===== src/hw/rtl/sadsl_pkg.sv =====
`timescale 1ns / 1ps
package sadsl_pkg;

   localparam int NUM_JOINTS = 5;
   localparam int ANGLE_W    = 8;
   localparam int STEP_W     = 4;
   localparam int CSR_IDX_W  = 2;
   localparam int CSR_DATA_W = 8;

   typedef logic [ANGLE_W-1:0]    angle_type;
   typedef logic [STEP_W-1:0]     step_type;
   typedef logic [CSR_IDX_W-1:0]  csr_idx_type;
   typedef logic [CSR_DATA_W-1:0] csr_data_type;

   // Register indexes.
   localparam csr_idx_type CSR_MAX_STEP = 2'd0;
   localparam csr_idx_type CSR_DEADBAND = 2'd1;
   localparam csr_idx_type CSR_MAX_JUMP = 2'd2;

   localparam step_type  MAX_STEP_RESET = 4'd1;
   localparam angle_type DEADBAND_RESET = 8'd10;
   localparam angle_type MAX_JUMP_RESET = 8'd150;
   localparam angle_type HELD_RESET     = 8'd90;

   localparam angle_type ARM_LOW         = 8'd5;
   localparam angle_type ARM_HIGH        = 8'd175;
   localparam angle_type GRIP_LOW        = 8'd50;
   localparam angle_type GRIP_HIGH       = 8'd160;
   localparam angle_type GRIP_MIN_TARGET = 8'd40;

   typedef struct packed {
      step_type  max_step;
      angle_type deadband;
      angle_type max_jump;
   } cfg_type;

endpackage


===== src/hw/rtl/sadsl_req_if.sv =====
`timescale 1ns / 1ps
interface sadsl_req_if import sadsl_pkg::*; ();
   logic      valid;
   logic      ready;
   angle_type target_0;
   angle_type target_1;
   angle_type target_2;
   angle_type target_3;
   angle_type target_4;

   modport source (output valid, target_0, target_1, target_2, target_3, target_4,
                   input ready);
   modport sink (input valid, target_0, target_1, target_2, target_3, target_4,
                 output ready);
endinterface

interface sadsl_rsp_if import sadsl_pkg::*; ();
   logic      valid;
   logic      ready;
   angle_type held_out_0;
   angle_type held_out_1;
   angle_type held_out_2;
   angle_type held_out_3;
   angle_type held_out_4;

   modport source (output valid, held_out_0, held_out_1, held_out_2, held_out_3,
                   held_out_4, input ready);
   modport sink (input valid, held_out_0, held_out_1, held_out_2, held_out_3,
                 held_out_4, output ready);
endinterface


===== src/hw/rtl/sadsl_joint.sv =====
`timescale 1ns / 1ps
module sadsl_joint import sadsl_pkg::*; (
   input  cfg_type   cfg,
   input  logic      grip,
   input  logic      first,
   input  angle_type target,
   input  angle_type held,
   output angle_type held_next
);

   logic signed [ANGLE_W+1:0] t_s;
   logic signed [ANGLE_W+1:0] h_s;
   logic signed [ANGLE_W+1:0] up;
   logic signed [ANGLE_W+1:0] down;
   logic signed [ANGLE_W+1:0] db_s;
   logic signed [ANGLE_W+1:0] jump_s;
   logic signed [ANGLE_W+1:0] step_s;
   logic signed [ANGLE_W+1:0] lo_s;
   logic signed [ANGLE_W+1:0] hi_s;
   logic signed [ANGLE_W+1:0] moved;
   logic signed [ANGLE_W+1:0] clamped;
   logic                      up_ok;
   logic                      down_ok;
   logic                      target_ok;

   always_comb begin
      t_s    = signed'({2'b00, target});
      h_s    = signed'({2'b00, held});
      up     = t_s - h_s;
      down   = h_s - t_s;
      db_s   = signed'({2'b00, cfg.deadband});
      jump_s = signed'({2'b00, cfg.max_jump});
      step_s = signed'({{(ANGLE_W + 2 - STEP_W){1'b0}}, cfg.max_step});
      lo_s   = signed'({2'b00, (grip ? GRIP_LOW : ARM_LOW)});
      hi_s   = signed'({2'b00, (grip ? GRIP_HIGH : ARM_HIGH)});

      // The grip joint ignores max_jump but only follows targets of 40 and up.
      target_ok = (target >= GRIP_MIN_TARGET);
      up_ok     = grip ? (up >= db_s && target_ok) : (up >= db_s && up <= jump_s);
      down_ok   = grip ? (down >= db_s && target_ok)
                       : (down >= db_s && down <= jump_s);

      if (up_ok) begin
         moved = h_s + step_s;
      end else if (down_ok) begin
         moved = h_s - step_s;
      end else begin
         moved = h_s;
      end

      if (moved < lo_s) begin
         clamped = lo_s;
      end else if (moved > hi_s) begin
         clamped = hi_s;
      end else begin
         clamped = moved;
      end

      // The first item after reset is copied without clamping.
      held_next = first ? target : clamped[ANGLE_W-1:0];
   end

endmodule


===== src/hw/rtl/servo_angle_deadband_slew_limiter.sv =====
`timescale 1ns / 1ps
// Throughput: one item per cycle unless the result side stalls; the held angles
// are read and rewritten in the same cycle that an item moves from the input
// register to the result register.
// Reset (synchronous, active high): registers back to 1/10/150, held angles to 90,
// pipeline empty, and the next item is copied straight into the held angles.
module servo_angle_deadband_slew_limiter import sadsl_pkg::*; (
   input  logic         clock,
   input  logic         reset,
   sadsl_req_if.sink    req_chan,
   sadsl_rsp_if.source  rsp_chan,
   input  logic         csr_write_en,
   input  csr_idx_type  csr_index,
   input  csr_data_type csr_wdata
);

   cfg_type   cfg_ff;
   cfg_type   cfg_in;
   logic      s1_valid_ff;
   logic      s1_valid_in;
   angle_type s1_target_ff [NUM_JOINTS];
   logic      out_valid_ff;
   logic      out_valid_in;
   angle_type held_ff [NUM_JOINTS];
   angle_type held_in [NUM_JOINTS];
   logic      first_ff;
   logic      first_in;
   angle_type req_target [NUM_JOINTS];
   logic      advance;
   logic      accept;

   always_comb begin
      cfg_in = cfg_ff;
      if (csr_write_en) begin
         case (csr_index)
            CSR_MAX_STEP: cfg_in.max_step = csr_wdata[STEP_W-1:0];
            CSR_DEADBAND: cfg_in.deadband = csr_wdata[ANGLE_W-1:0];
            CSR_MAX_JUMP: cfg_in.max_jump = csr_wdata[ANGLE_W-1:0];
            default:      cfg_in = cfg_ff;
         endcase
      end
   end

   assign req_target[0] = req_chan.target_0;
   assign req_target[1] = req_chan.target_1;
   assign req_target[2] = req_chan.target_2;
   assign req_target[3] = req_chan.target_3;
   assign req_target[4] = req_chan.target_4;

   // An item leaves the input register whenever the result register is free
   // or is being emptied in this cycle.
   assign advance        = s1_valid_ff && (!out_valid_ff || rsp_chan.ready);
   assign req_chan.ready = !s1_valid_ff || advance;
   assign accept         = req_chan.valid && req_chan.ready;

   assign s1_valid_in  = accept || (s1_valid_ff && !advance);
   assign out_valid_in = advance || (out_valid_ff && !rsp_chan.ready);
   assign first_in     = first_ff && !advance;

   for (genvar j = 0; j < NUM_JOINTS; j++) begin : g_joint
      sadsl_joint u_joint (
         .cfg       (cfg_ff),
         .grip      (j == NUM_JOINTS - 1),
         .first     (first_ff),
         .target    (s1_target_ff[j]),
         .held      (held_ff[j]),
         .held_next (held_in[j])
      );
   end

   always_ff @(posedge clock) begin
      if (reset) begin
         cfg_ff.max_step <= MAX_STEP_RESET;
         cfg_ff.deadband <= DEADBAND_RESET;
         cfg_ff.max_jump <= MAX_JUMP_RESET;
         s1_valid_ff     <= 1'b0;
         out_valid_ff    <= 1'b0;
         first_ff        <= 1'b1;
         for (int k = 0; k < NUM_JOINTS; k++) begin
            held_ff[k] <= HELD_RESET;
         end
      end else begin
         cfg_ff       <= cfg_in;
         s1_valid_ff  <= s1_valid_in;
         out_valid_ff <= out_valid_in;
         first_ff     <= first_in;
         if (advance) begin
            for (int k = 0; k < NUM_JOINTS; k++) begin
               held_ff[k] <= held_in[k];
            end
         end
      end
   end

   always_ff @(posedge clock) begin
      if (accept) begin
         for (int k = 0; k < NUM_JOINTS; k++) begin
            s1_target_ff[k] <= req_target[k];
         end
      end
   end

   // The held angles themselves serve as the result register.
   assign rsp_chan.valid      = out_valid_ff;
   assign rsp_chan.held_out_0 = held_ff[0];
   assign rsp_chan.held_out_1 = held_ff[1];
   assign rsp_chan.held_out_2 = held_ff[2];
   assign rsp_chan.held_out_3 = held_ff[3];
   assign rsp_chan.held_out_4 = held_ff[4];

endmodule


===== src/flat_wrapper.sv =====
// flat-port wrapper written by rule: the top's interface ports become plain ports
module servo_angle_deadband_slew_limiter_flat import sadsl_pkg::*;
  (clock, reset, csr_write_en, csr_index, csr_wdata, req_chan_valid, req_chan_target_0, req_chan_target_1, req_chan_target_2, req_chan_target_3, req_chan_target_4, req_chan_ready, rsp_chan_valid, rsp_chan_held_out_0, rsp_chan_held_out_1, rsp_chan_held_out_2, rsp_chan_held_out_3, rsp_chan_held_out_4, rsp_chan_ready);
  sadsl_req_if req_chan_i ();
  sadsl_rsp_if rsp_chan_i ();
  input  logic clock;
  input  logic reset;
  input  logic csr_write_en;
  input  csr_idx_type csr_index;
  input  csr_data_type csr_wdata;
  input wire logic [$bits(req_chan_i.valid)-1:0] req_chan_valid;
  input wire logic [$bits(req_chan_i.target_0)-1:0] req_chan_target_0;
  input wire logic [$bits(req_chan_i.target_1)-1:0] req_chan_target_1;
  input wire logic [$bits(req_chan_i.target_2)-1:0] req_chan_target_2;
  input wire logic [$bits(req_chan_i.target_3)-1:0] req_chan_target_3;
  input wire logic [$bits(req_chan_i.target_4)-1:0] req_chan_target_4;
  output wire logic [$bits(req_chan_i.ready)-1:0] req_chan_ready;
  output wire logic [$bits(rsp_chan_i.valid)-1:0] rsp_chan_valid;
  output wire logic [$bits(rsp_chan_i.held_out_0)-1:0] rsp_chan_held_out_0;
  output wire logic [$bits(rsp_chan_i.held_out_1)-1:0] rsp_chan_held_out_1;
  output wire logic [$bits(rsp_chan_i.held_out_2)-1:0] rsp_chan_held_out_2;
  output wire logic [$bits(rsp_chan_i.held_out_3)-1:0] rsp_chan_held_out_3;
  output wire logic [$bits(rsp_chan_i.held_out_4)-1:0] rsp_chan_held_out_4;
  input wire logic [$bits(rsp_chan_i.ready)-1:0] rsp_chan_ready;
  assign req_chan_i.valid = req_chan_valid;
  assign req_chan_i.target_0 = req_chan_target_0;
  assign req_chan_i.target_1 = req_chan_target_1;
  assign req_chan_i.target_2 = req_chan_target_2;
  assign req_chan_i.target_3 = req_chan_target_3;
  assign req_chan_i.target_4 = req_chan_target_4;
  assign req_chan_ready = req_chan_i.ready;
  assign rsp_chan_valid = rsp_chan_i.valid;
  assign rsp_chan_held_out_0 = rsp_chan_i.held_out_0;
  assign rsp_chan_held_out_1 = rsp_chan_i.held_out_1;
  assign rsp_chan_held_out_2 = rsp_chan_i.held_out_2;
  assign rsp_chan_held_out_3 = rsp_chan_i.held_out_3;
  assign rsp_chan_held_out_4 = rsp_chan_i.held_out_4;
  assign rsp_chan_i.ready = rsp_chan_ready;
  servo_angle_deadband_slew_limiter u_core (.clock(clock), .reset(reset), .req_chan(req_chan_i), .rsp_chan(rsp_chan_i), .csr_write_en(csr_write_en), .csr_index(csr_index), .csr_wdata(csr_wdata));
endmodule

===== config.mk =====
export PLATFORM = sky130hd
export DESIGN_NAME = servo_angle_deadband_slew_limiter_flat
export DESIGN_NICKNAME = d
export VERILOG_FILES = /design/src/hw/rtl/sadsl_pkg.sv /design/src/hw/rtl/sadsl_req_if.sv /design/src/hw/rtl/sadsl_joint.sv /design/src/hw/rtl/servo_angle_deadband_slew_limiter.sv /design/src/flat_wrapper.sv
export SDC_FILE = /design/constraint.sdc
export NUM_CORES = 1
export LEC_CHECK = 0
export BUFFER_PORTS_ARGS = -buffer_cell sky130_fd_sc_hd__buf_4
export CAP_MARGIN = 20
export CELL_PAD_IN_SITES_DETAIL_PLACEMENT = 1
export CELL_PAD_IN_SITES_GLOBAL_PLACEMENT = 1
export CORE_ASPECT_RATIO = 0.5
export CORE_UTILIZATION = 48
export DETAILED_ROUTE_END_ITERATION = 10
export GPL_ROUTABILITY_DRIVEN = 0
export PLACE_DENSITY = 0.82
export SLEW_MARGIN = 20
export SYNTH_ARGS = -nofsm -noshare
export SYNTH_HDL_FRONTEND = slang
export SYNTH_SLANG_ARGS = --single-unit
export TNS_END_PERCENT = 5

===== constraint.sdc =====
create_clock -name clock -period 5.93 [get_ports clock]
set_input_delay 1.4825 -clock clock [delete_from_list [all_inputs] [get_ports clock]]
set_output_delay 1.4825 -clock clock [all_outputs]
set_load 0.01 [all_outputs]

=== Yosys cells after proc, flatten, opt, wreduce, memory -nomap -nowiden ===
Memories as Yosys holds them, arrays and structs flattened.
Index checks and enable logic that the tools add are counted.

* Flip-flop bits (word level): 23
* Latch bits: 0
* Memory bits (writable): 80
* ROM bits: 0
* Output and inout port bits: 42
* Logic and storage cells: 128
* Memories: 2

{| class="wikitable"
|+ Memory list
! memory !! words !! bits a word !! rd ports !! clocked after memory_dff !! write ports !! RTL line !! source
|-
| u_core.held_ff || 5 || 8 || 5 || 0 || 5 || servo_angle_deadband_slew_limiter.sv:24 || <nowiki>angle_type held_ff [NUM_JOINTS];</nowiki>
|-
| u_core.s1_target_ff || 5 || 8 || 5 || 0 || 5 || servo_angle_deadband_slew_limiter.sv:21 || <nowiki>angle_type s1_target_ff [NUM_JOINTS];</nowiki>
|}

* Add/sub/neg operators: 20
* Multiply operators: 0
* Div/mod/pow operators: 0
* $lt $le $gt $ge: 29
* Eq/ne operators: 2
* Shifts and indexed selects: 0
* Multiplexer cells: 37
* Bitwise gates (word level): 5
* Reduce and logical (&&, ||, !) cells: 27

{| class="wikitable"
|+ Operators with widths
! kind !! number
|-
| $mux 8 || 20
|-
| $mux 10 || 10
|-
| $sub 8x8->9 || 10
|-
| $ge 10x9->1 || 5
|-
| $gt 10x9->1 const B || 5
|-
| $add 8x4->9 || 5
|-
| $ge 9x9->1 || 5
|-
| $sub 8x4->9 || 5
|-
| $le 10x9->1 || 4
|-
| $lt 10x4->1 const B || 4
|-
| $le 9x9->1 || 4
|-
| $logic_and 1x1->1 || 15
|-
| $lt 10x7->1 const B || 1
|-
| $ge 8x6->1 const B || 1
|-
| $mux 1 || 7
|-
| $reduce_and 2->1 || 3
|-
| $or 1x1->1 || 5
|-
| $logic_not 1->1 || 4
|-
| $logic_or 1x1->1 || 4
|-
| $eq 2x1->1 const B || 1
|-
| $eq 2x2->1 const B || 1
|-
| $logic_not 2->1 || 1
|}

=== Longest topological paths before layout ===
An unclocked memory read counts as a cell.

* Word-level depth: 11
* Mapped depth: 22

=== Modules after synthesis ===
From an unflattened synthesis, not the netlist that was laid out.

* Cell total of the unflattened synthesis: 1850
* Area total of the unflattened synthesis: 15748.9 um^2

{| class="wikitable"
|+ By module, submodules not included
! module !! instances !! cells each !! area each (um^2)
|-
| servo_angle_deadband_slew_limiter || 1 || 226 || 3559.7
|-
| sadsl_joint (u_core.g_joint[2].u_joint) || 1 || 334 || 2560.0
|-
| sadsl_joint (u_core.g_joint[0].u_joint) || 1 || 327 || 2421.1
|-
| sadsl_joint (u_core.g_joint[4].u_joint) || 1 || 321 || 2412.3
|-
| sadsl_joint (u_core.g_joint[1].u_joint) || 1 || 318 || 2403.6
|-
| sadsl_joint (u_core.g_joint[3].u_joint) || 1 || 324 || 2392.3
|}

=== Worst setup path after synthesis ===
OpenSTA, ideal clock, no wires.

* Path type: register to register
* From: mem u_core.held_ff[3][1] (netlist name)
* To: mem u_core.held_ff[3][1] (netlist name), data pin
* Arrival: 4.462 ns
* Required time: 5.675 ns
* Setup slack: 1.213 ns
* Stages on the path, launching flop included: 23
* Path buffers: 0
* Period minus slack after synthesis: 4.717 ns
* Path through: edfxtp_1 inv_1 ha_1 nor2b_1 o21ai_0 a21oi_1 nor2_1 nor2_1 nor2_1 o21bai_1 a21oi_1 xnor2_1 ha_1 a211o_1 a21oi_1 a31oi_1 or2_1 or4b_1 nand2_1 xnor2_1 nand4_1 or3b_1 a31o_1

{| class="wikitable"
|+ RTL lines
! item !! RTL line
|-
| start: declaration || servo_angle_deadband_slew_limiter.sv:24
|}

==> flow_results.org <==
** Min path
- The tightest min-delay check is of the register to register type.
- Counting instances, the worst hold path has a depth of 2.

** Job
- Count of maximum capacitance violations :: 0

** Yosys
- The biggest area contributor in the post-synthesis netlist is ha_1.
- Most repeated cell in the gate-level netlist after synthesis :: ha_1
- Gate count after technology mapping :: between 1.5k and 2k
- When the netlist entered floorplanning its net count stood at 1,849.
- Counting flops with a built-in enable in the synthesized netlist gives 80.
- Flip-flop and latch count after synthesis :: about 100
- Netlist cell types :: just under 100
- Synthesized area per cell :: 8.73 sq um
- For this run, the leading register cell type out of synthesis is edfxtp_1.
- Post-synthesis cell area :: 13,300 sq um
- Ranked by instance count, the synthesized netlist is headed by 255 x ha_1, 153 x inv_1, 143 x a21oi_1.
- Of the synthesized area, sequential elements account for about 22%.
- Of all flip-flops after synthesis, the portion carrying an async set or reset was 0%.
- Biggest area contributors in the synthesized netlist :: ha_1 24%, edfxtp_1 18%, a21oi_1 5.4%
- Number of warning messages in the yosys log :: 0
- Summed over its instances, the top area cell type makes up about a quarter of the synthesized netlist area.

** Timing
- Max-slew headroom at the worst pin :: about a third
- Setup violation total in the final timing report :: 0
- The final count of pins violating max slew was 0.
- Final critical delay including setup and external delays :: about 5.5 ns
- Unrepaired setup endpoints after global routing :: no
- Final Worst Setup Slack :: around 0.40 ns
- Final setup skew :: 0.00726 ns
- The number of endpoints with negative hold slack in the final report came to 0.
- Crit share post-route :: ~93%
- After routing, the total negative slack on setup checks comes to 0 ns.
- For the pin with the worst max-slew slack, the measured transition is just under 1 ns.
- Timing would allow up to roughly 180 MHz.

** Die
- The floorplan step defined a die boundary enclosing 28,300 sq um.
- Core area :: around 27,000 sq um
- The die is roughly 120 um tall.
- Boundary pin count :: 97
- Die outline width :: 237 um
- Initial core utilization :: 49.5%
- FP Rows :: between 40 and 50

** Clock tree
- Maximum count of clock buffers along a single path :: 2
- After clock tree synthesis, the clock-pin slew on the worst setup and hold paths is around 0.080 ns.
- H-tree depth :: 3
- Number of CTS-inserted buffers :: 9
- Clock tree synthesis selected as its root buffer the cell clkbuf_16.
- CTS Sinks :: 103
- Insertion delay to the later sink of the worst-skew pair :: 0.39 ns
- TritonCTS built the clock tree.
- For this design, the CTS-stage hold fixing added 0 buffers.

** Cells and area
- Layout cell share with drive strength beyond 1 :: between 10% and 20%
- Number of diodes added for antenna fixing :: 0
- Syn-to-layout area delta :: 10.0%
- For this run, the post-layout net count is 1,925.

** Critical path
- The setup path with the least slack is of type register to register.
- Data on the critical path arrives at its endpoint at 5.68 ns.
- Crit path launch type :: register
- Flop2flop setup slack :: roughly 0.4 ns
- At the worst endpoint, the required time is ~6 ns.
- The worst setup path is captured at a register.
- In this run the worst path has a maximum fanout of 7.
- Counting cells, the worst reg-to-reg path comes to 20.

** Detailed routing
- Average wire length per cell after detail routing :: 22.6 um
- Antenna Violating Nets Remaining :: 0
- For this block, the initial DRC count from the detailed router was just over 800.
- Total length of routed wires :: 44.1 mm
- DRC violation count after routing :: 0
- In the routed layout, each cell is associated on average with a via count of approximately 6.3.
- The first detailed-routing pass ran for 5 iterations.
- Via count :: around 12k

** GRT
- The initial antenna violation count was 0.
- The first global-routing pass estimated ~70 mm of wire.
- Largest net degree at the start of global routing :: between 40 and 50
- The number of global-route vias before repair was between 10k and 15k.
- Overall Global Routing Usage :: roughly a third
- Overflow left after global routing :: 0

** Power
- The analysis attributes to cell leakage a power of roughly 0.0066 uW.
- In this run the power density over the cells is approximately 210 nW/um^2.
- The worst-case IR drop observed on VDD is 0.117 mV.

** Outcome
- Status :: completed

** Place
- Detailed placement finished with a half-perimeter wire length of 34.4 mm.
- Worst setup slack after placement :: about 0.45 ns
- In this run the tool buffered the top-level ports with 96 buffer cells.
==> sequential cells by signal, summed over array words and instances, names as in the netlist <==
register               count
u_core.held_ff            40
u_core.s1_target_ff       40
u_core.cfg_ff             20
u_core.first_ff            1
u_core.rsp_chan.valid      1
u_core.s1_valid_ff         1
==> final timing paths <==
| path | start | to |
|---|---|---|
| max | u_core.held_ff[0][0] | u_core.held_ff[0][2] |
| max reg2reg | u_core.held_ff[0][0] | u_core.held_ff[0][2] |
| min | u_core.cfg_ff[5] | u_core.cfg_ff[5] |
| min reg2reg | u_core.cfg_ff[5] | u_core.cfg_ff[5] |
==> layout by cell type (no fill, tap or decap), types with 26 or more instances in the layout <==
cell	netlist	layout
a21o_1	42	42
o21ai_0	86	86
nand2_1	82	82
ha_1	255	255
xor2_1	26	26
buf_4	2	103
nand3_1	27	27
a21oi_1	143	143
nor2_1	103	103
xnor2_1	50	50
edfxtp_1	80	80
inv_1	153	153
==> kinds of logic after synthesis <==
kind of cell / after synthesis / share of synthesized area [%]
xor+xnor: 78 / 5.27
fa+ha+maj: 275 / 27.1
buf+inv: 191 / 5.80
compound gates: 482 / 24.6
mux: 22 / 1.67
flops: 103 / 21.6
simple gates: 368 / 14.0
==> area by class of cell <==
class | instances | area (sq um)
fill | 3182 | 12200
multi-input combinational | 1225 | 9630
sequential | 103 | 2860
timing repair buffer | 103 | 773
inverter | 153 | 574
tap | 352 | 440
clock buffer | 10 | 250
clock inverter | 6 | 52.6
==> power breakdown <==
group          switching (uW)  internal, uW  leakage (uW)
sequential               64.8           820      0.000946
clock                     334           320      0.000150
combinational             910           606       0.00554
==> worst max-delay path, stage by stage, from the launching register on <==
cell and delay [ns]:
edfxtp_1 0.45, inv_1 0.15, ha_1 0.16, inv_1 0.06, fa_1 0.42, nand3_1 0.12
and2_1 0.17, o21bai_1 0.07, a21oi_1 0.17, xnor2_1 0.18, ha_1 0.30, a2111oi_0 0.49
o21ai_0 0.20, o221a_2 0.29, a211oi_2 0.44, a21boi_1 0.41, a2bb2oi_1 0.17, xnor2_1 0.17
a211o_1 0.31, a21o_1 0.22, o31a_1 0.31
==> layer usage <==
layer / GRT usage [%] / routed length (um) / part of all wire (%) / vias up
met5: 0 / 0 / 0 / -
met2: 54.5 / 21000 / 48 / 328
li1: - / - / - / 5733
met1: 40.2 / 19800 / 45 / 6182
met4: 10.1 / 1200 / 2.7 / 0
met3: 4.78 / 2100 / 4.7 / 86
==> per-stage QoR <==
step	util [%]	total power, uW	hold WS, ns	cells	area (sq um)
finish	54.4	3050	0.512	1952	14600
global route	54.4	3240	0.560	1952	14600
CTS	54.4	3040	0.505	1950	14600
detailed placement	53.2	2370	0.485	1934	14300
global placement	53.2	2270	0.474	1934	14300
floorplan	-	1940	0.463	1519	13300
==> timing repair <==
action / in CTS / in global routing
gates resized for setup: 0 / 0
setup endpoints to repair: 0 / 5
buffers inserted: 0 / 2
hold endpoints to repair: 0 / 0
No activity file was read; power rests on OpenSTA's default activity.
